`config.mk`:
```
export PLATFORM = sky130hd
export DESIGN_NAME = line_follower_pd_drive_unit
export DESIGN_NICKNAME = d
export VERILOG_FILES = /design/src/rtl/core/lfpd_pkg.sv /design/src/rtl/core/lfpd_front.sv /design/src/rtl/core/lfpd_fifo.sv /design/src/rtl/core/lfpd_div.sv /design/src/rtl/core/lfpd_back.sv /design/src/rtl/core/line_follower_pd_drive_unit.sv
export SDC_FILE = /design/constraint.sdc
export NUM_CORES = 1
export LEC_CHECK = 0
export ABC_AREA = 1
export ABC_CLOCK_PERIOD_IN_PS = 14550
export BUFFER_PORTS_ARGS = -buffer_cell sky130_fd_sc_hd__buf_2
export CAP_MARGIN = 20
export CORE_UTILIZATION = 41
export DETAILED_ROUTE_END_ITERATION = 12
export PLACE_DENSITY_LB_ADDON = 0.15
export SLEW_MARGIN = 20
export SYNTH_ARGS = -nofsm -noshare
export SYNTH_HDL_FRONTEND = slang
export SYNTH_HIERARCHICAL = 1
export SYNTH_SLANG_ARGS = --single-unit
```
`constraint.sdc`:
```
create_clock -name clk -period 14.55 [get_ports clk]
set_input_delay 2.91 -clock clk [delete_from_list [all_inputs] [get_ports clk]]
set_output_delay 2.91 -clock clk [all_outputs]
set_load 0.01 [all_outputs]
```
`src/rtl/core/lfpd_pkg.sv`:
```
// Shared types, widths, codes and reset values for the line follower PD drive unit.
// Every module of the block imports this package; it depends on nothing else.
package lfpd_pkg;

    localparam int SENSOR_COUNT = 5;
    localparam int SAMPLE_W     = 10;
    localparam int CNT_W        = $clog2(SENSOR_COUNT + 1);
    localparam int WSUM_MAX     = SENSOR_COUNT * (SENSOR_COUNT + 1) / 2;
    localparam int WSUM_W       = $clog2(WSUM_MAX + 1);
    localparam int QUO_W        = CNT_W;
    localparam int CENTRE_IDX   = SENSOR_COUNT / 2;

    localparam int POS_W    = 3;
    localparam int ERR_W    = POS_W + 1;
    localparam int DIFF_W   = ERR_W + 1;
    localparam int GAIN_W   = 10;
    localparam int SPEED_W  = 8;
    localparam int MODE_W   = 2;
    localparam int PROD_P_W = GAIN_W + 1 + ERR_W;
    localparam int PROD_D_W = GAIN_W + 1 + DIFF_W;
    localparam int PD_W     = PROD_D_W + 1;
    localparam int MOTOR_W  = PD_W + 1;

    localparam int FIFO_DEPTH = 2;

    localparam int CFG_IDX_W  = 3;
    localparam int CFG_DATA_W = 10;

    localparam logic [MODE_W-1:0] MODE_FOLLOW = 2'd0;
    localparam logic [MODE_W-1:0] MODE_STOP   = 2'd1;
    localparam logic [MODE_W-1:0] MODE_SPIN   = 2'd2;

    localparam logic [CFG_IDX_W-1:0] REG_ON_THRESHOLD    = 3'd0;
    localparam logic [CFG_IDX_W-1:0] REG_TARGET_POSITION = 3'd1;
    localparam logic [CFG_IDX_W-1:0] REG_PROP_GAIN       = 3'd2;
    localparam logic [CFG_IDX_W-1:0] REG_DERIV_GAIN      = 3'd3;
    localparam logic [CFG_IDX_W-1:0] REG_CRUISE_SPEED    = 3'd4;
    localparam logic [CFG_IDX_W-1:0] REG_SPIN_SPEED      = 3'd5;
    localparam logic [CFG_IDX_W-1:0] REG_DRIVE_LIMIT     = 3'd6;

    localparam logic [SAMPLE_W-1:0] RST_ON_THRESHOLD    = 10'd600;
    localparam logic [POS_W-1:0]    RST_TARGET_POSITION = 3'd3;
    localparam logic [GAIN_W-1:0]   RST_PROP_GAIN       = 10'd190;
    localparam logic [GAIN_W-1:0]   RST_DERIV_GAIN      = 10'd500;
    localparam logic [SPEED_W-1:0]  RST_CRUISE_SPEED    = 8'd120;
    localparam logic [SPEED_W-1:0]  RST_SPIN_SPEED      = 8'd120;
    localparam logic [SPEED_W-1:0]  RST_DRIVE_LIMIT     = 8'd200;

    typedef logic [SAMPLE_W-1:0] sample_t;

    // One classified sensor set, as handed from the front to the back.
    typedef struct packed {
        logic [CNT_W-1:0]  count;
        logic [WSUM_W-1:0] wsum;
        logic              centre_on;
        logic              first_on;
        logic              last_on;
    } item_t;

    typedef struct packed {
        logic [POS_W-1:0]   target_position;
        logic [GAIN_W-1:0]  prop_gain;
        logic [GAIN_W-1:0]  deriv_gain;
        logic [SPEED_W-1:0] cruise_speed;
        logic [SPEED_W-1:0] spin_speed;
        logic [SPEED_W-1:0] drive_limit;
    } drive_cfg_t;

endpackage

```
`src/rtl/core/lfpd_front.sv`:
```
// Front end: takes a sensor set, thresholds each sample, counts and weights the on sensors.
// Depends on lfpd_pkg; pushes classified items into lfpd_fifo.
module lfpd_front (
    input  logic              sensor_valid,
    output logic              sensor_ready,
    input  lfpd_pkg::sample_t samples [lfpd_pkg::SENSOR_COUNT],
    input  lfpd_pkg::sample_t on_threshold,
    input  logic              fifo_full,
    output logic              push,
    output lfpd_pkg::item_t   item
);
    import lfpd_pkg::*;

    logic [SENSOR_COUNT-1:0] on_vec;
    logic [CNT_W-1:0]        cnt_sum;
    logic [WSUM_W-1:0]       wsum_acc;

    always_comb
    begin
        cnt_sum  = '0;
        wsum_acc = '0;
        for (int i = 0; i < SENSOR_COUNT; i++)
        begin
            on_vec[i] = samples[i] > on_threshold;
            cnt_sum   = cnt_sum + CNT_W'(on_vec[i]);
            if (on_vec[i])
            begin
                wsum_acc = wsum_acc + WSUM_W'(i + 1);
            end
        end
    end

    assign item.count     = cnt_sum;
    assign item.wsum      = wsum_acc;
    assign item.centre_on = on_vec[CENTRE_IDX];
    assign item.first_on  = on_vec[0];
    assign item.last_on   = on_vec[SENSOR_COUNT-1];

    assign sensor_ready = !fifo_full;
    assign push         = sensor_valid && !fifo_full;

endmodule

```
`src/rtl/core/lfpd_fifo.sv`:
```
// Short item queue between the front end and the drive back end.
// Depends on lfpd_pkg for the item type and depth.
module lfpd_fifo (
    input  logic            clk,
    input  logic            rst_n,
    input  logic            push,
    input  lfpd_pkg::item_t push_item,
    output logic            full,
    input  logic            pop,
    output logic            valid,
    output lfpd_pkg::item_t head
);
    import lfpd_pkg::*;

    localparam int PTR_W = (FIFO_DEPTH > 1) ? $clog2(FIFO_DEPTH) : 1;
    localparam int CNT_FW = $clog2(FIFO_DEPTH + 1);

    item_t             entries_reg [FIFO_DEPTH];
    logic [PTR_W-1:0]  wr_ptr_reg;
    logic [PTR_W-1:0]  rd_ptr_reg;
    logic [CNT_FW-1:0] count_reg;
    logic [CNT_FW-1:0] count_next;

    function automatic logic [PTR_W-1:0] ptr_inc(input logic [PTR_W-1:0] p);
        if (p == PTR_W'(FIFO_DEPTH - 1))
        begin
            return '0;
        end
        return p + PTR_W'(1);
    endfunction

    assign full  = count_reg == CNT_FW'(FIFO_DEPTH);
    assign valid = count_reg != '0;
    assign head  = entries_reg[rd_ptr_reg];

    always_comb
    begin
        count_next = count_reg;
        if (push && !pop)
        begin
            count_next = count_reg + CNT_FW'(1);
        end
        else if (pop && !push)
        begin
            count_next = count_reg - CNT_FW'(1);
        end
    end

    always_ff @(posedge clk or negedge rst_n)
    begin
        if (!rst_n)
        begin
            wr_ptr_reg <= '0;
            rd_ptr_reg <= '0;
            count_reg  <= '0;
        end
        else
        begin
            count_reg <= count_next;
            if (push)
            begin
                wr_ptr_reg <= ptr_inc(wr_ptr_reg);
            end
            if (pop)
            begin
                rd_ptr_reg <= ptr_inc(rd_ptr_reg);
            end
        end
    end

    always_ff @(posedge clk)
    begin
        if (push)
        begin
            entries_reg[wr_ptr_reg] <= push_item;
        end
    end

endmodule

```
`src/rtl/core/lfpd_div.sv`:
```
// Bit-serial restoring divider for the weighted line position, one quotient bit per cycle.
// Depends on lfpd_pkg for operand widths.
module lfpd_div (
    input  logic                       clk,
    input  logic                       rst_n,
    input  logic                       start,
    input  logic [lfpd_pkg::WSUM_W-1:0] dividend,
    input  logic [lfpd_pkg::CNT_W-1:0]  divisor,
    output logic                       last,
    output logic [lfpd_pkg::QUO_W-1:0]  quotient
);
    import lfpd_pkg::*;

    localparam int IDX_W = (QUO_W > 1) ? $clog2(QUO_W) : 1;
    localparam int PW    = WSUM_W + QUO_W;

    logic              active_reg;
    logic [IDX_W-1:0]  idx_reg;
    logic [WSUM_W-1:0] rem_reg;
    logic [CNT_W-1:0]  dsr_reg;
    logic [QUO_W-1:0]  quo_reg;

    logic [PW-1:0]     shifted;
    logic              fits;
    logic [WSUM_W-1:0] rem_sub;

    // The quotient never exceeds the largest weight, so QUO_W steps cover it.
    assign shifted = PW'(dsr_reg) << idx_reg;
    assign fits    = PW'(rem_reg) >= shifted;
    assign rem_sub = rem_reg - shifted[WSUM_W-1:0];

    assign last     = active_reg && (idx_reg == '0);
    assign quotient = quo_reg;

    always_ff @(posedge clk or negedge rst_n)
    begin
        if (!rst_n)
        begin
            active_reg <= 1'b0;
            idx_reg    <= '0;
        end
        else if (start)
        begin
            active_reg <= 1'b1;
            idx_reg    <= IDX_W'(QUO_W - 1);
        end
        else if (active_reg)
        begin
            if (idx_reg == '0)
            begin
                active_reg <= 1'b0;
            end
            else
            begin
                idx_reg <= idx_reg - IDX_W'(1);
            end
        end
    end

    always_ff @(posedge clk)
    begin
        if (start)
        begin
            rem_reg <= dividend;
            dsr_reg <= divisor;
            quo_reg <= '0;
        end
        else if (active_reg && fits)
        begin
            rem_reg          <= rem_sub;
            quo_reg[idx_reg] <= 1'b1;
        end
    end

endmodule

```
`src/rtl/core/lfpd_back.sv`:
```
// Back end: drive mode sequencing, position divide, PD gain multiplies and motor outputs.
// Depends on lfpd_pkg and lfpd_div; pops items from lfpd_fifo and owns the result register.
module lfpd_back (
    input  logic                        clk,
    input  logic                        rst_n,
    input  logic                        fifo_valid,
    input  lfpd_pkg::item_t             fifo_head,
    output logic                        fifo_pop,
    input  lfpd_pkg::drive_cfg_t        cfg,
    output logic                        drive_valid,
    input  logic                        drive_ready,
    output logic                        left_forward,
    output logic [lfpd_pkg::SPEED_W-1:0] left_drive,
    output logic                        right_forward,
    output logic [lfpd_pkg::SPEED_W-1:0] right_drive,
    output logic [lfpd_pkg::MODE_W-1:0]  drive_mode,
    output logic [lfpd_pkg::CNT_W-1:0]   sensors_on
);
    import lfpd_pkg::*;

    localparam logic [1:0] S_IDLE = 2'd0;
    localparam logic [1:0] S_DIV  = 2'd1;
    localparam logic [1:0] S_MUL  = 2'd2;
    localparam logic [1:0] S_SUM  = 2'd3;

    logic [1:0] state_reg;
    logic [1:0] state_next;

    // Architectural state, committed when the result is written.
    logic [MODE_W-1:0]       mode_reg;
    logic [POS_W-1:0]        held_reg;
    logic signed [ERR_W-1:0] prior_err_reg;
    logic                    last_right_reg;

    item_t                      item_reg;
    logic [POS_W-1:0]           held_new_reg;
    logic signed [ERR_W-1:0]    err_reg;
    logic signed [PROD_P_W-1:0] prod_p_reg;
    logic signed [PROD_D_W-1:0] prod_d_reg;
    logic                       do_pd_reg;
    logic [MODE_W-1:0]          mode_new_reg;

    logic               out_valid_reg;
    logic               left_forward_reg;
    logic [SPEED_W-1:0] left_drive_reg;
    logic               right_forward_reg;
    logic [SPEED_W-1:0] right_drive_reg;
    logic [MODE_W-1:0]  drive_mode_reg;
    logic [CNT_W-1:0]   sensors_on_reg;

    logic             out_free;
    logic             load;
    logic             commit;
    logic             div_last;
    logic [QUO_W-1:0] div_quo;

    logic [POS_W-1:0]           held_new;
    logic signed [ERR_W-1:0]    err_c;
    logic signed [DIFF_W-1:0]   diff_c;
    logic signed [PROD_P_W-1:0] prod_p_c;
    logic signed [PROD_D_W-1:0] prod_d_c;
    logic                       do_pd_c;
    logic [MODE_W-1:0]          mode_new_c;

    logic signed [MOTOR_W-1:0] pd_s;
    logic signed [MOTOR_W-1:0] cruise_s;
    logic signed [MOTOR_W-1:0] spin_s;
    logic signed [MOTOR_W-1:0] left_v;
    logic signed [MOTOR_W-1:0] right_v;
    logic [SPEED_W:0]          left_out;
    logic [SPEED_W:0]          right_out;
    logic                      last_right_next;

    // Direction bit on top, saturated magnitude below.
    function automatic logic [SPEED_W:0] motor_out(
        input logic signed [MOTOR_W-1:0] v,
        input logic [SPEED_W-1:0]        limit
    );
        logic [MOTOR_W-1:0] mag;
        logic               fwd;
        fwd = v > 0;
        mag = v[MOTOR_W-1] ? MOTOR_W'(-v) : MOTOR_W'(v);
        if (mag > MOTOR_W'(limit))
        begin
            return {fwd, limit};
        end
        return {fwd, mag[SPEED_W-1:0]};
    endfunction

    lfpd_div u_div (
        .clk      (clk),
        .rst_n    (rst_n),
        .start    (load),
        .dividend (fifo_head.wsum),
        .divisor  (fifo_head.count),
        .last     (div_last),
        .quotient (div_quo)
    );

    assign out_free = !out_valid_reg || drive_ready;
    assign commit   = (state_reg == S_SUM) && out_free;
    assign load     = fifo_valid && ((state_reg == S_IDLE) || commit);
    assign fifo_pop = load;

    always_comb
    begin
        state_next = state_reg;
        unique case (state_reg)
            S_IDLE:
            begin
                if (fifo_valid)
                begin
                    state_next = S_DIV;
                end
            end
            S_DIV:
            begin
                if (div_last)
                begin
                    state_next = S_MUL;
                end
            end
            S_MUL:
            begin
                state_next = S_SUM;
            end
            S_SUM:
            begin
                if (out_free)
                begin
                    state_next = fifo_valid ? S_DIV : S_IDLE;
                end
            end
            default:
            begin
                state_next = S_IDLE;
            end
        endcase
    end

    // Mode decision and gain products, registered at the end of the multiply cycle.
    always_comb
    begin
        held_new = (item_reg.count != '0) ? POS_W'(div_quo) : held_reg;
        err_c    = $signed({1'b0, cfg.target_position}) - $signed({1'b0, held_new});
        diff_c   = $signed({err_c[ERR_W-1], err_c})
                 - $signed({prior_err_reg[ERR_W-1], prior_err_reg});
        prod_p_c = $signed({1'b0, cfg.prop_gain}) * err_c;
        prod_d_c = $signed({1'b0, cfg.deriv_gain}) * diff_c;

        do_pd_c    = 1'b0;
        mode_new_c = mode_reg;
        unique case (mode_reg)
            MODE_STOP:
            begin
                if (item_reg.count != '0)
                begin
                    mode_new_c = MODE_FOLLOW;
                    do_pd_c    = 1'b1;
                end
            end
            MODE_SPIN:
            begin
                if (item_reg.centre_on)
                begin
                    mode_new_c = MODE_FOLLOW;
                    do_pd_c    = 1'b1;
                end
            end
            default:
            begin
                if (item_reg.count == '0)
                begin
                    mode_new_c = MODE_STOP;
                end
                else if (item_reg.count == CNT_W'(SENSOR_COUNT))
                begin
                    mode_new_c = MODE_SPIN;
                end
                else
                begin
                    mode_new_c = MODE_FOLLOW;
                    do_pd_c    = 1'b1;
                end
            end
        endcase
    end

    always_comb
    begin
        pd_s = $signed({{(MOTOR_W-PROD_P_W){prod_p_reg[PROD_P_W-1]}}, prod_p_reg})
             + $signed({{(MOTOR_W-PROD_D_W){prod_d_reg[PROD_D_W-1]}}, prod_d_reg});
        cruise_s = $signed({{(MOTOR_W-SPEED_W){1'b0}}, cfg.cruise_speed});
        spin_s   = $signed({{(MOTOR_W-SPEED_W){1'b0}}, cfg.spin_speed});

        if (do_pd_reg)
        begin
            left_v  = cruise_s + pd_s;
            right_v = cruise_s - pd_s;
        end
        else if (mode_new_reg == MODE_SPIN)
        begin
            left_v  = last_right_reg ? spin_s : -spin_s;
            right_v = last_right_reg ? -spin_s : spin_s;
        end
        else
        begin
            left_v  = '0;
            right_v = '0;
        end

        left_out  = motor_out(left_v, cfg.drive_limit);
        right_out = motor_out(right_v, cfg.drive_limit);

        // The spin above uses the side seen before this item.
        last_right_next = last_right_reg;
        if (item_reg.last_on && !item_reg.first_on)
        begin
            last_right_next = 1'b0;
        end
        else if (!item_reg.last_on && item_reg.first_on)
        begin
            last_right_next = 1'b1;
        end
    end

    always_ff @(posedge clk or negedge rst_n)
    begin
        if (!rst_n)
        begin
            state_reg      <= S_IDLE;
            mode_reg       <= MODE_FOLLOW;
            held_reg       <= '0;
            prior_err_reg  <= '0;
            last_right_reg <= 1'b0;
            out_valid_reg  <= 1'b0;
        end
        else
        begin
            state_reg <= state_next;
            if (commit)
            begin
                out_valid_reg  <= 1'b1;
                mode_reg       <= mode_new_reg;
                held_reg       <= held_new_reg;
                last_right_reg <= last_right_next;
                if (do_pd_reg)
                begin
                    prior_err_reg <= err_reg;
                end
            end
            else if (drive_ready)
            begin
                out_valid_reg <= 1'b0;
            end
        end
    end

    always_ff @(posedge clk)
    begin
        if (load)
        begin
            item_reg <= fifo_head;
        end
        if (state_reg == S_MUL)
        begin
            held_new_reg <= held_new;
            err_reg      <= err_c;
            prod_p_reg   <= prod_p_c;
            prod_d_reg   <= prod_d_c;
            do_pd_reg    <= do_pd_c;
            mode_new_reg <= mode_new_c;
        end
        if (commit)
        begin
            left_forward_reg  <= left_out[SPEED_W];
            left_drive_reg    <= left_out[SPEED_W-1:0];
            right_forward_reg <= right_out[SPEED_W];
            right_drive_reg   <= right_out[SPEED_W-1:0];
            drive_mode_reg    <= mode_new_reg;
            sensors_on_reg    <= item_reg.count;
        end
    end

    assign drive_valid   = out_valid_reg;
    assign left_forward  = left_forward_reg;
    assign left_drive    = left_drive_reg;
    assign right_forward = right_forward_reg;
    assign right_drive   = right_drive_reg;
    assign drive_mode    = drive_mode_reg;
    assign sensors_on    = sensors_on_reg;

endmodule

```
`src/rtl/core/line_follower_pd_drive_unit.sv`:
```
// Line follower PD drive unit: configuration registers, front end, item queue and drive back end.
// A sensor set accepted into an empty unit passes the item queue, the bit-serial position
// divider, the gain multiply registers and the result register before its result is valid.
// The back end takes the next item from the queue when it writes a result, after the divide,
// the gain multiplies and the motor sums and saturation. While a result waits on drive_ready,
// three further sets are taken: one into the back end and two into the 2-entry queue.
// Reset returns the config registers to their defaults, mode to following and empties the queue.
module line_follower_pd_drive_unit (
    input  logic                           clk,
    input  logic                           rst_n,
    input  logic                           cfg_wr_en,
    input  logic [lfpd_pkg::CFG_IDX_W-1:0]  cfg_index,
    input  logic [lfpd_pkg::CFG_DATA_W-1:0] cfg_data,
    input  logic                           sensor_valid,
    output logic                           sensor_ready,
    input  logic [lfpd_pkg::SAMPLE_W-1:0]   sensor_0,
    input  logic [lfpd_pkg::SAMPLE_W-1:0]   sensor_1,
    input  logic [lfpd_pkg::SAMPLE_W-1:0]   sensor_2,
    input  logic [lfpd_pkg::SAMPLE_W-1:0]   sensor_3,
    input  logic [lfpd_pkg::SAMPLE_W-1:0]   sensor_4,
    output logic                           drive_valid,
    input  logic                           drive_ready,
    output logic                           left_forward,
    output logic [lfpd_pkg::SPEED_W-1:0]    left_drive,
    output logic                           right_forward,
    output logic [lfpd_pkg::SPEED_W-1:0]    right_drive,
    output logic [lfpd_pkg::MODE_W-1:0]     drive_mode,
    output logic [lfpd_pkg::CNT_W-1:0]      sensors_on
);
    import lfpd_pkg::*;

    logic [SAMPLE_W-1:0] on_threshold_reg;
    logic [POS_W-1:0]    target_position_reg;
    logic [GAIN_W-1:0]   prop_gain_reg;
    logic [GAIN_W-1:0]   deriv_gain_reg;
    logic [SPEED_W-1:0]  cruise_speed_reg;
    logic [SPEED_W-1:0]  spin_speed_reg;
    logic [SPEED_W-1:0]  drive_limit_reg;

    sample_t    samples [SENSOR_COUNT];
    drive_cfg_t drive_cfg;
    item_t      front_item;
    item_t      fifo_head;
    logic       push;
    logic       fifo_full;
    logic       fifo_valid;
    logic       fifo_pop;

    always_ff @(posedge clk or negedge rst_n)
    begin
        if (!rst_n)
        begin
            on_threshold_reg    <= RST_ON_THRESHOLD;
            target_position_reg <= RST_TARGET_POSITION;
            prop_gain_reg       <= RST_PROP_GAIN;
            deriv_gain_reg      <= RST_DERIV_GAIN;
            cruise_speed_reg    <= RST_CRUISE_SPEED;
            spin_speed_reg      <= RST_SPIN_SPEED;
            drive_limit_reg     <= RST_DRIVE_LIMIT;
        end
        else if (cfg_wr_en)
        begin
            unique case (cfg_index)
                REG_ON_THRESHOLD:    on_threshold_reg    <= cfg_data[SAMPLE_W-1:0];
                REG_TARGET_POSITION: target_position_reg <= cfg_data[POS_W-1:0];
                REG_PROP_GAIN:       prop_gain_reg       <= cfg_data[GAIN_W-1:0];
                REG_DERIV_GAIN:      deriv_gain_reg      <= cfg_data[GAIN_W-1:0];
                REG_CRUISE_SPEED:    cruise_speed_reg    <= cfg_data[SPEED_W-1:0];
                REG_SPIN_SPEED:      spin_speed_reg      <= cfg_data[SPEED_W-1:0];
                REG_DRIVE_LIMIT:     drive_limit_reg     <= cfg_data[SPEED_W-1:0];
                default:
                begin
                end
            endcase
        end
    end

    assign samples[0] = sensor_0;
    assign samples[1] = sensor_1;
    assign samples[2] = sensor_2;
    assign samples[3] = sensor_3;
    assign samples[4] = sensor_4;

    assign drive_cfg.target_position = target_position_reg;
    assign drive_cfg.prop_gain       = prop_gain_reg;
    assign drive_cfg.deriv_gain      = deriv_gain_reg;
    assign drive_cfg.cruise_speed    = cruise_speed_reg;
    assign drive_cfg.spin_speed      = spin_speed_reg;
    assign drive_cfg.drive_limit     = drive_limit_reg;

    lfpd_front u_front (
        .sensor_valid (sensor_valid),
        .sensor_ready (sensor_ready),
        .samples      (samples),
        .on_threshold (on_threshold_reg),
        .fifo_full    (fifo_full),
        .push         (push),
        .item         (front_item)
    );

    lfpd_fifo u_fifo (
        .clk       (clk),
        .rst_n     (rst_n),
        .push      (push),
        .push_item (front_item),
        .full      (fifo_full),
        .pop       (fifo_pop),
        .valid     (fifo_valid),
        .head      (fifo_head)
    );

    lfpd_back u_back (
        .clk           (clk),
        .rst_n         (rst_n),
        .fifo_valid    (fifo_valid),
        .fifo_head     (fifo_head),
        .fifo_pop      (fifo_pop),
        .cfg           (drive_cfg),
        .drive_valid   (drive_valid),
        .drive_ready   (drive_ready),
        .left_forward  (left_forward),
        .left_drive    (left_drive),
        .right_forward (right_forward),
        .right_drive   (right_drive),
        .drive_mode    (drive_mode),
        .sensors_on    (sensors_on)
    );

    // A stop result drives nothing.
    a_stop_is_still: assert property (@(posedge clk) disable iff (!rst_n)
        (drive_valid && drive_mode == MODE_STOP) |->
        (left_drive == '0 && right_drive == '0 && !left_forward && !right_forward))
        else $error("stop result with nonzero drive");

    // Spinning turns in place: equal magnitudes, never both forward.
    a_spin_balanced: assert property (@(posedge clk) disable iff (!rst_n)
        (drive_valid && drive_mode == MODE_SPIN) |->
        (left_drive == right_drive && !(left_forward && right_forward)))
        else $error("spin result not balanced");

    a_drive_saturated: assert property (@(posedge clk) disable iff (!rst_n)
        drive_valid |-> (left_drive <= drive_limit_reg && right_drive <= drive_limit_reg))
        else $error("motor magnitude above drive limit");

endmodule

```
==> run summary, run 1 <==
CTS tree: yes
total global routing overflow: 0
max FFs per register: 20
Clock transition at path regs: 80 ps
status: finished, final reports clean
FF+latch count, synth: 177
CP max stage cell: xor2_1
cell family with most CP delay: adder cells
final hold violation count: 0
Mean Syn Cell Area: 7.57 µm²
gr usage total: 20.2%
post-CTS sizing: 0
Post-CTS Hold Buffers: 0
WL/cell: 14.2 µm
crit path kind: flop to flop
P&R area growth vs syn: 9.48%
ys async rst share: 43.5%
max-cap check violation count: 0
Synthesized Nets: 2453
max-slew violation count: 0
Placed Instances: 2734
largest net degree at the start of global routing: 71
worst skew pair latency: 450 ps
Antenna Nets Post-Route: 0
setup tns final: 0 ps
Min Hold Slack: 447 ps
Mapped Area: 16200 µm²
commonest register cell after synthesis: edfxtp_1
dpl hpwl: 32300 µm
Largest stage delay, worst path: 660 ps
min cycle time layout: 7670 ps
vias in the first global route: 13200
final WL: 39400 µm
Starting Density: 41.8%
clk sinks: 177
area of the core: 38800 µm²
arrival time worst endpoint: 7860 ps
Post-CTS Setup Bufs: 0
CP Launch Type: flop
RSZ-0062 raised after global routing: false
full die area: 40400 µm²
dpl cell area: 17200 µm²
EDFF count, synth: 97
Worst Path Max Fanout: 10
CP required: 14750 ps
fin cells: 2766
1st-pass router iterations: 7
post-route design area: 17800 µm²
DRC: 0
num rows: 72
H-tree depth: 4
synth warn: 6
final setup vio count: 0
worst slew pin tran: 1120 ps
achievable frequency: 0.130 GHz
Rel. slew slack: 25.4%
CP most frequent cell: nand2_1
share of layout cells above drive strength 1: 13.1%
num ports: 93
Starting DRT DRC Count: 638
Total Nets Final: 2541
crit path buf inv count: 6
DR vias: 13500
initial antenna violation count: 0
clock root buffer: clkbuf_16
Netlist cell types: 53
Setup Skew: 13.9 ps
port buffer count: 92
first-pass GRT wire length: 65500 µm
sequential cell area fraction in the yosys report: 30.4%
number of buffers created by CTS: 17
die span in x: 201 µm
CP endpoint kind: flop
ANT cells: 0
DR vias/cell: 4.86
global placement routability congestion: 0.876
Die Y-Extent: 201 µm
Hold Crit Class: flop to flop
Clock Path Buffers: 2
Mapped Cells: 2147
Final Cycle Share: 52.7%
## layer usage
layer / vias up / GRT usage, % / wire, µm
met5: - / 0 / 0
met4: 0 / 5.75 / 809
met3: 46 / 2.39 / 1150
met2: 222 / 35.0 / 18900
met1: 6202 / 26.4 / 18600
li1: 6986 / - / -
## placed cells by master (no fill, tap or decap), types with 5 or more instances in the layout
cell type / n
a21oi_1: 76
a21oi_2: 5
buf_2: 91
buf_4: 5
clkbuf_16: 17
dfrtp_1: 48
dfstp_2: 29
edfxtp_1: 97
fa_1: 49
ha_1: 188
inv_1: 346
inv_2: 19
inv_8: 7
mux2_4: 9
nand2_1: 634
nand2_2: 37
nand2_4: 5
nand3_1: 160
nand3_2: 9
nand3b_1: 5
nand4_1: 27
nor2_1: 173
nor2_2: 30
nor2_4: 10
nor3_1: 10
o21ai_0: 55
o21ai_1: 5
or2_2: 5
xnor2_1: 12
xor2_1: 37
## area by class of cell
type	instances	area, µm²
fill	3954	21000
multi-input combinational	1576	9740
sequential	177	4940
inverter	367	1380
tap	518	648
timing repair buffer	96	493
clock buffer	17	425
clock inverter	15	159
## final timing paths
path / start / to / slack [ps] / cells after the start
worst min-delay path: u_back/held_new_reg[0] / u_back/held_reg[0] / 450 / 2
max in group asynchronous: rst_n / u_back/prior_err_reg[1] / 11140 / 2
worst max-delay path: u_back/item_reg[8] / u_back/prod_d_reg[15] / 6880 / 35
worst max register to register: u_back/item_reg[8] / u_back/prod_d_reg[15] / 6880 / 35
worst min register to register: u_back/held_new_reg[0] / u_back/held_reg[0] / 450 / 2
min in group asynchronous: rst_n / drive_limit_reg[2] / 2280 / 1
## logic make-up after synthesis
family	after synthesis	share of synthesized area, %
AND/OR/NAND/NOR	1113	30.1
XOR/XNOR	49	2.64
adder cells (fa/ha/maj)	238	20.6
multiplexers	12	1.03
flip-flops	177	30.4
AO/OA/AOI/OAI	164	5.58
buffers and inverters	394	9.64
## through the flow
| step | worst slack (ps) | util, % |
|---|---|---|
| 6_report | 6880 | 45.8 |
| 5_1_grt | 6220 | 45.8 |
| 4_1_cts | 6860 | 45.8 |
| 3_5_place_dp | 6900 | 44.3 |
| 3_3_place_gp | 7090 | 44.3 |
| 2_1_floorplan | 7850 | - |
## worst reg2reg max path: cells and delay by family, from the launching register on
kind / cells / cell delay (ps)
and+or+nand+nor: 15 / 1640
buffers and inverters: 6 / 700
adders and majority gates: 6 / 2560
AOI/OAI and AO/OA: 6 / 1300
xor gates and xnor gates: 2 / 800
DFF: 1 / 410
## cells in the mapped netlist, types with 30 or more instances
cell | number | area (µm²)
nand2_1 | 634 | 2380
inv_1 | 346 | 1300
ha_1 | 189 | 2360
nor2_1 | 173 | 649
nand3_1 | 160 | 801
edfxtp_1 | 97 | 2910
a21oi_1 | 76 | 380
o21ai_0 | 55 | 275
fa_1 | 49 | 981
dfrtp_1 | 48 | 1200
nand2_2 | 37 | 231
xor2_1 | 37 | 324
nor2_2 | 30 | 188
Power of run 1 is left out: the tool's default activity adds up to more than one toggle a clock period on the data nets, which glitch-free logic cannot reach.
==> run 2, diff against run 1 <==
--- a/config.mk
+++ b/config.mk
@@ -6,7 +6,7 @@
 export NUM_CORES = 1
 export LEC_CHECK = 0
 export ABC_AREA = 1
-export ABC_CLOCK_PERIOD_IN_PS = 14550
+export ABC_CLOCK_PERIOD_IN_PS = 7790
 export BUFFER_PORTS_ARGS = -buffer_cell sky130_fd_sc_hd__buf_2
 export CAP_MARGIN = 20
 export CORE_UTILIZATION = 41
==> constraint.sdc (replaced) <==
create_clock -name clk -period 7.79 [get_ports clk]
set_input_delay 1.558 -clock clk [delete_from_list [all_inputs] [get_ports clk]]
set_output_delay 1.558 -clock clk [all_outputs]
set_load 0.01 [all_outputs]
==> run 2 against run 1 <==
Register-to-register slack worse by 6200 ps. Hold slack worse by 1.3 ps. First-iteration DRC count is 3.6% lower. Via count is 0.23% lower. Count of clock-buffer cells in the layout is 4 higher. Non-clock buffer count is 4 higher. Highest routed layer unchanged. Wire length is 0.52% lower.
==> run summary, run 2 (synthesized netlist as in run 1, its figures left out) <==
HP Start: u_back/held_new_reg[0]
Clock Path Buffers: 2 (unchanged)
worst r2r path cells: 37 (+5.7%)
vias in the first global route: 13100 (-0.41%)
area of the core: 38800 µm² (unchanged)
CP endpoint kind: flop
Antenna Nets Post-Route: 0 (unchanged)
max FFs per register: 20 (unchanged)
dpl hpwl: 32300 µm (-0.28%)
post-CTS sizing: 0 (unchanged)
WL/cell: 14.1 µm (-0.66%)
gr usage total: 20.0% (-0.23 points)
crit path kind: flop to flop
number of buffers created by CTS: 17 (unchanged)
worst skew pair latency: 440 ps (about the same)
worst slew pin tran: 1160 ps (+41.1 ps)
max-cap check violation count: 0 (unchanged)
arrival time worst endpoint: 7300 ps (-560 ps)
Post-CTS Hold Buffers: 0 (unchanged)
first-pass GRT wire length: 64700 µm (-1.2%)
DR vias/cell: 4.85 (-0.37%)
share of layout cells above drive strength 1: 13.2% (+0.15 points)
CP Launch Type: flop
met3 WL: 1220 µm (+6.2%)
final hold violation count: 0 (unchanged)
Post-CTS Setup Bufs: 0 (unchanged)
Starting Density: 41.8% (unchanged)
DR top layer: met4
Largest stage delay, worst path: 550 ps (-110 ps)
P&R area growth vs syn: 9.63%
Clock transition at path regs: 70 ps (about the same)
status: finished, final reports clean
die span in x: 201 µm (unchanged)
post-route design area: 17800 µm² (+0.13%)
CTS tree: yes
ANT cells: 0 (unchanged)
initial antenna violation count: 0 (unchanged)
max-slew violation count: 0 (unchanged)
DRC: 0 (unchanged)
Worst Path Max Fanout: 8 (-2)
full die area: 40400 µm² (unchanged)
Worst setup startpoint: u_back/item_reg[8]
min cycle time layout: 7110 ps (-554 ps)
CP required: 7980 ps (-6770 ps)
Fill cells: 3903 (-1.3%)
total global routing overflow: 0 (unchanged)
CP most frequent cell: nand2_1
clk sinks: 177 (unchanged)
largest net degree at the start of global routing: 70 (-1.4%)
worst flop-to-flop path endpoint: u_back/prod_d_reg[15]
dpl cell area: 17200 µm² (+0.17%)
num ports: 93 (unchanged)
1st-pass router iterations: 5 (-2)
commonest non-fill, non-tap cell in the layout: nand2_1
num rows: 72 (unchanged)
fin cells: 2770 (+0.14%)
R2R setup slack: 680 ps (-6210 ps)
achievable frequency: 0.141 GHz (+7.8%)
Placed Instances: 2738 (+0.15%)
most frequent cells in the layout: nand2_1, inv_1, ha_1, nor2_1, nand3_1
global placement routability congestion: 0.871 (-0.59%)
final WL: 39200 µm (-0.52%)
area of the multi-input gates: 9750 µm² (about the same)
clock root buffer: clkbuf_16
H-tree depth: 4 (unchanged)
worst r2r src: u_back/item_reg[8]
Reg area: 4940 µm² (unchanged)
final setup vio count: 0 (unchanged)
crit path capture: u_back/prod_d_reg[15]
Rel. slew slack: 22.6% (-2.7 points)
CP max stage cell: fa_1
Final Util: 45.9% (+0.061 points)
DR vias: 13400 (-0.23%)
Setup Skew: 11.8 ps (-2.09 ps)
Die Y-Extent: 201 µm (unchanged)
setup tns final: 0 ps (unchanged)
port buffer count: 92 (unchanged)
Final Cycle Share: 91.3% (+39 points)
Hold Crit Class: flop to flop
met2 WL: 18900 µm (+0.21%)
Total Nets Final: 2545 (+0.16%)
M1 wire length: 18300 µm (-1.2%)
Starting DRT DRC Count: 615 (-3.6%)
==> run 2: worst min-delay path by stage <==
stage          cells after the start                       end  slack, ps
2_1_floorplan                      2        u_back/held_reg[0]        420
3_3_place_gp                       2        u_back/held_reg[0]        430
3_5_place_dp                       2        u_back/held_reg[0]        430
4_1_cts                            2        u_back/held_reg[0]        450
5_1_grt                            2  u_back/u_div/quotient[1]        470
6_report                           2        u_back/held_reg[0]        450
==> run 2: cell type report <==
| cell class | instances | area share [%] |
|---|---|---|
| clock buffers | 21 | 2.71 |
| clock inverters | 11 | 0.506 |
| inverters | 367 | 7.74 |
| multi-input cells | 1576 | 54.7 |
| flip-flops and latches | 177 | 27.7 |
| well taps | 518 | 3.64 |
| repair buffers | 100 | 2.94 |
==> run 2: through the flow <==
| step | hold WS [ps] | worst slack, ps |
|---|---|---|
| 2_1_floorplan | 418 | 1090 |
| 3_3_place_gp | 428 | 649 |
| 3_5_place_dp | 432 | 514 |
| 4_1_cts | 449 | 471 |
| 5_1_grt | 470 | -34.0 |
| 6_report | 445 | 678 |
==> run 2: worst max-delay path, delay by kind of cell, from the launching register on <==
kind | cells | cell delay, ps
xor gates and xnor gates | 1 | 150
adders and majority gates | 6 | 2460
DFF | 1 | 430
buffers and inverters | 8 | 790
AOI/OAI and AO/OA | 5 | 1080
and+or+nand+nor | 17 | 1960
==> run 2: routing by layer <==
layer	global-route usage, %	vias up
met3	2.61	38
li1	-	6994
met4	5.70	0
met1	25.8	6169
met5	0	-
met2	34.8	224
Power of run 2 is left out for the same reason.
==> run 3, diff against run 2 <==
--- a/config.mk
+++ b/config.mk
@@ -11,7 +11,8 @@
 export CAP_MARGIN = 20
 export CORE_UTILIZATION = 41
 export DETAILED_ROUTE_END_ITERATION = 12
-export PLACE_DENSITY_LB_ADDON = 0.15
+export PLACE_DENSITY_LB_ADDON = 0.2
+export SKIP_CTS_REPAIR_TIMING = 1
 export SLEW_MARGIN = 20
 export SYNTH_ARGS = -nofsm -noshare
 export SYNTH_HDL_FRONTEND = slang
==> run 3 against run 2 <==
Global-route usage fell by 0.11 points. Register-to-register slack improved by 50 ps. Flip-flop and latch count did not move. Clock skew is 2.2 ps higher. Utilization grew 0.097 points. Non-clock buffer count unchanged. Critical path depth is the same. Die area did not move. Count of clock-buffer cells in the layout fell by 2. Worst setup slack gained 54 ps. First-iteration DRC count increased by 12%. Highest routed layer unchanged.
==> run summary, run 3 (synthesized netlist as in run 1, its figures left out) <==
Worst Path Max Fanout: 8 (unchanged)
CP Launch Type: flop
RSZ-0062 raised after global routing: false
Largest stage delay, worst path: 540 ps (about the same)
max-slew violation count: 0 (unchanged)
min cycle time layout: 7060 ps (-53.9 ps)
largest net degree at the start of global routing: 70 (unchanged)
max-cap check violation count: 0 (unchanged)
worst skew pair latency: 440 ps (about the same)
ANT cells: 0 (unchanged)
DR vias/cell: 4.88 (+0.70%)
1st-pass router iterations: 7 (+2)
DR vias: 13500 (+0.70%)
met3 WL: 1130 µm (-7.9%)
M1 wire length: 18600 µm (+1.2%)
total global routing overflow: 0 (unchanged)
Antenna Nets Post-Route: 0 (unchanged)
gr usage total: 19.9% (-0.11 points)
Min Hold Slack: 447 ps (+1.36 ps)
Die Y-Extent: 201 µm (unchanged)
number of buffers created by CTS: 17 (unchanged)
CP most frequent cell: nand2_1
DR top layer: met4
achievable frequency: 0.142 GHz (+0.76%)
max FFs per register: 20 (unchanged)
H-tree depth: 4 (unchanged)
Setup Skew: 14.1 ps (+2.25 ps)
WL/cell: 14.2 µm (+0.58%)
initial antenna violation count: 0 (unchanged)
global placement routability congestion: 0.877 (+0.69%)
Post-Place Setup Slack: 548 ps (+34.0 ps)
num ports: 93 (unchanged)
commonest non-fill, non-tap cell in the layout: nand2_1
full die area: 40400 µm² (unchanged)
P&R area growth vs syn: 9.86%
port buffer count: 92 (unchanged)
crit path kind: flop to flop
most frequent cells in the layout: nand2_1, inv_1, ha_1, nor2_1, nand3_1
Total Nets Final: 2545 (unchanged)
die span in x: 201 µm (unchanged)
arrival time worst endpoint: 7250 ps (-50 ps)
status: finished, final reports clean
Clock Path Buffers: 2 (unchanged)
final setup vio count: 0 (unchanged)
clk sinks: 177 (unchanged)
CP endpoint kind: flop
Final Cycle Share: 90.6% (-0.69 points)
vias in the first global route: 13100 (-0.053%)
Hold Crit Class: flop to flop
first-pass GRT wire length: 64700 µm (about the same)
area of the multi-input gates: 9750 µm² (unchanged)
Reg area: 4940 µm² (unchanged)
setup tns final: 0 ps (unchanged)
dpl hpwl: 32300 µm (+0.12%)
Rel. slew slack: 29.1% (+6.4 points)
final WL: 39400 µm (+0.58%)
Starting DRT DRC Count: 686 (+12%)
CP max stage cell: fa_1
DRC: 0 (unchanged)
Final Worst Setup Slack: 732 ps (+53.9 ps)
CP required: 7980 ps (about the same)
worst slew pin tran: 1060 ps (-96.7 ps)
met2 WL: 19000 µm (+0.78%)
share of layout cells above drive strength 1: 13.3% (+0.089 points)
num rows: 72 (unchanged)
Fill cells: 3930 (+0.69%)
Starting Density: 41.8% (unchanged)
final hold violation count: 0 (unchanged)
CTS tree: yes
area of the core: 38800 µm² (unchanged)
Clock transition at path regs: 70 ps (about the same)
clock root buffer: clkbuf_16
## run 3: cell count changes in the layout (fill, tap and decap cells not counted)
cell and delta:
clkinv_2 +1, clkbuf_1 -2, clkbuf_8 +1, clkinv_4 -1, clkbuf_16 -1, bufinv_16 +2
inv_4 +1, inv_6 -2, inv_8 +1
## run 3: worst max-delay path: cells and delay by family, from the launching register on
family / cells / cell delay [ps]
fa+ha+maj: 6 / 2460
flops: 1 / 420
simple gates: 17 / 1980
compound gates: 5 / 1040
buf+inv: 8 / 790
xor+xnor: 1 / 140
## run 3: layer usage
| layer | vias to the layer above | global-route usage, % |
|---|---|---|
| li1 | 6997 | - |
| met1 | 6257 | 25.7 |
| met2 | 225 | 34.6 |
| met3 | 40 | 2.50 |
| met4 | 0 | 5.73 |
| met5 | - | 0 |
## run 3: layout make-up
cell class / count / share of cell area, %
inverter: 367 / 7.72
multi-input combinational: 1576 / 54.6
timing repair buffer: 100 / 2.93
sequential: 177 / 27.7
clock inverter: 13 / 0.820
tap: 518 / 3.63
clock buffer: 19 / 2.60
## run 3: path summary, 6_finish.rpt
path / startpoint / endpoint / slack [ps] / cells past startpoint
min in group asynchronous: rst_n / u_back/drive_valid / 940 / 1
setup / recovery: u_back/item_reg[8] / u_back/prod_d_reg[15] / 730 / 37
hold reg to reg: u_back/held_new_reg[2] / u_back/held_reg[2] / 450 / 2
max in group asynchronous: rst_n / on_threshold_reg[2] / 5750 / 2
setup reg to reg: u_back/item_reg[8] / u_back/prod_d_reg[15] / 730 / 37
hold / removal: u_back/held_new_reg[2] / u_back/held_reg[2] / 450 / 2
## run 3: stage by stage
step                cell area [µm²]  instances  utilization (%)
floorplan                     16200       2147                -
global placement              17200       2738             44.4
detailed placement            17200       2738             44.4
CTS                           17800       2770             45.9
global route                  17800       2770             46.0
finish                        17800       2770             46.0
Power of run 3 is left out for the same reason.
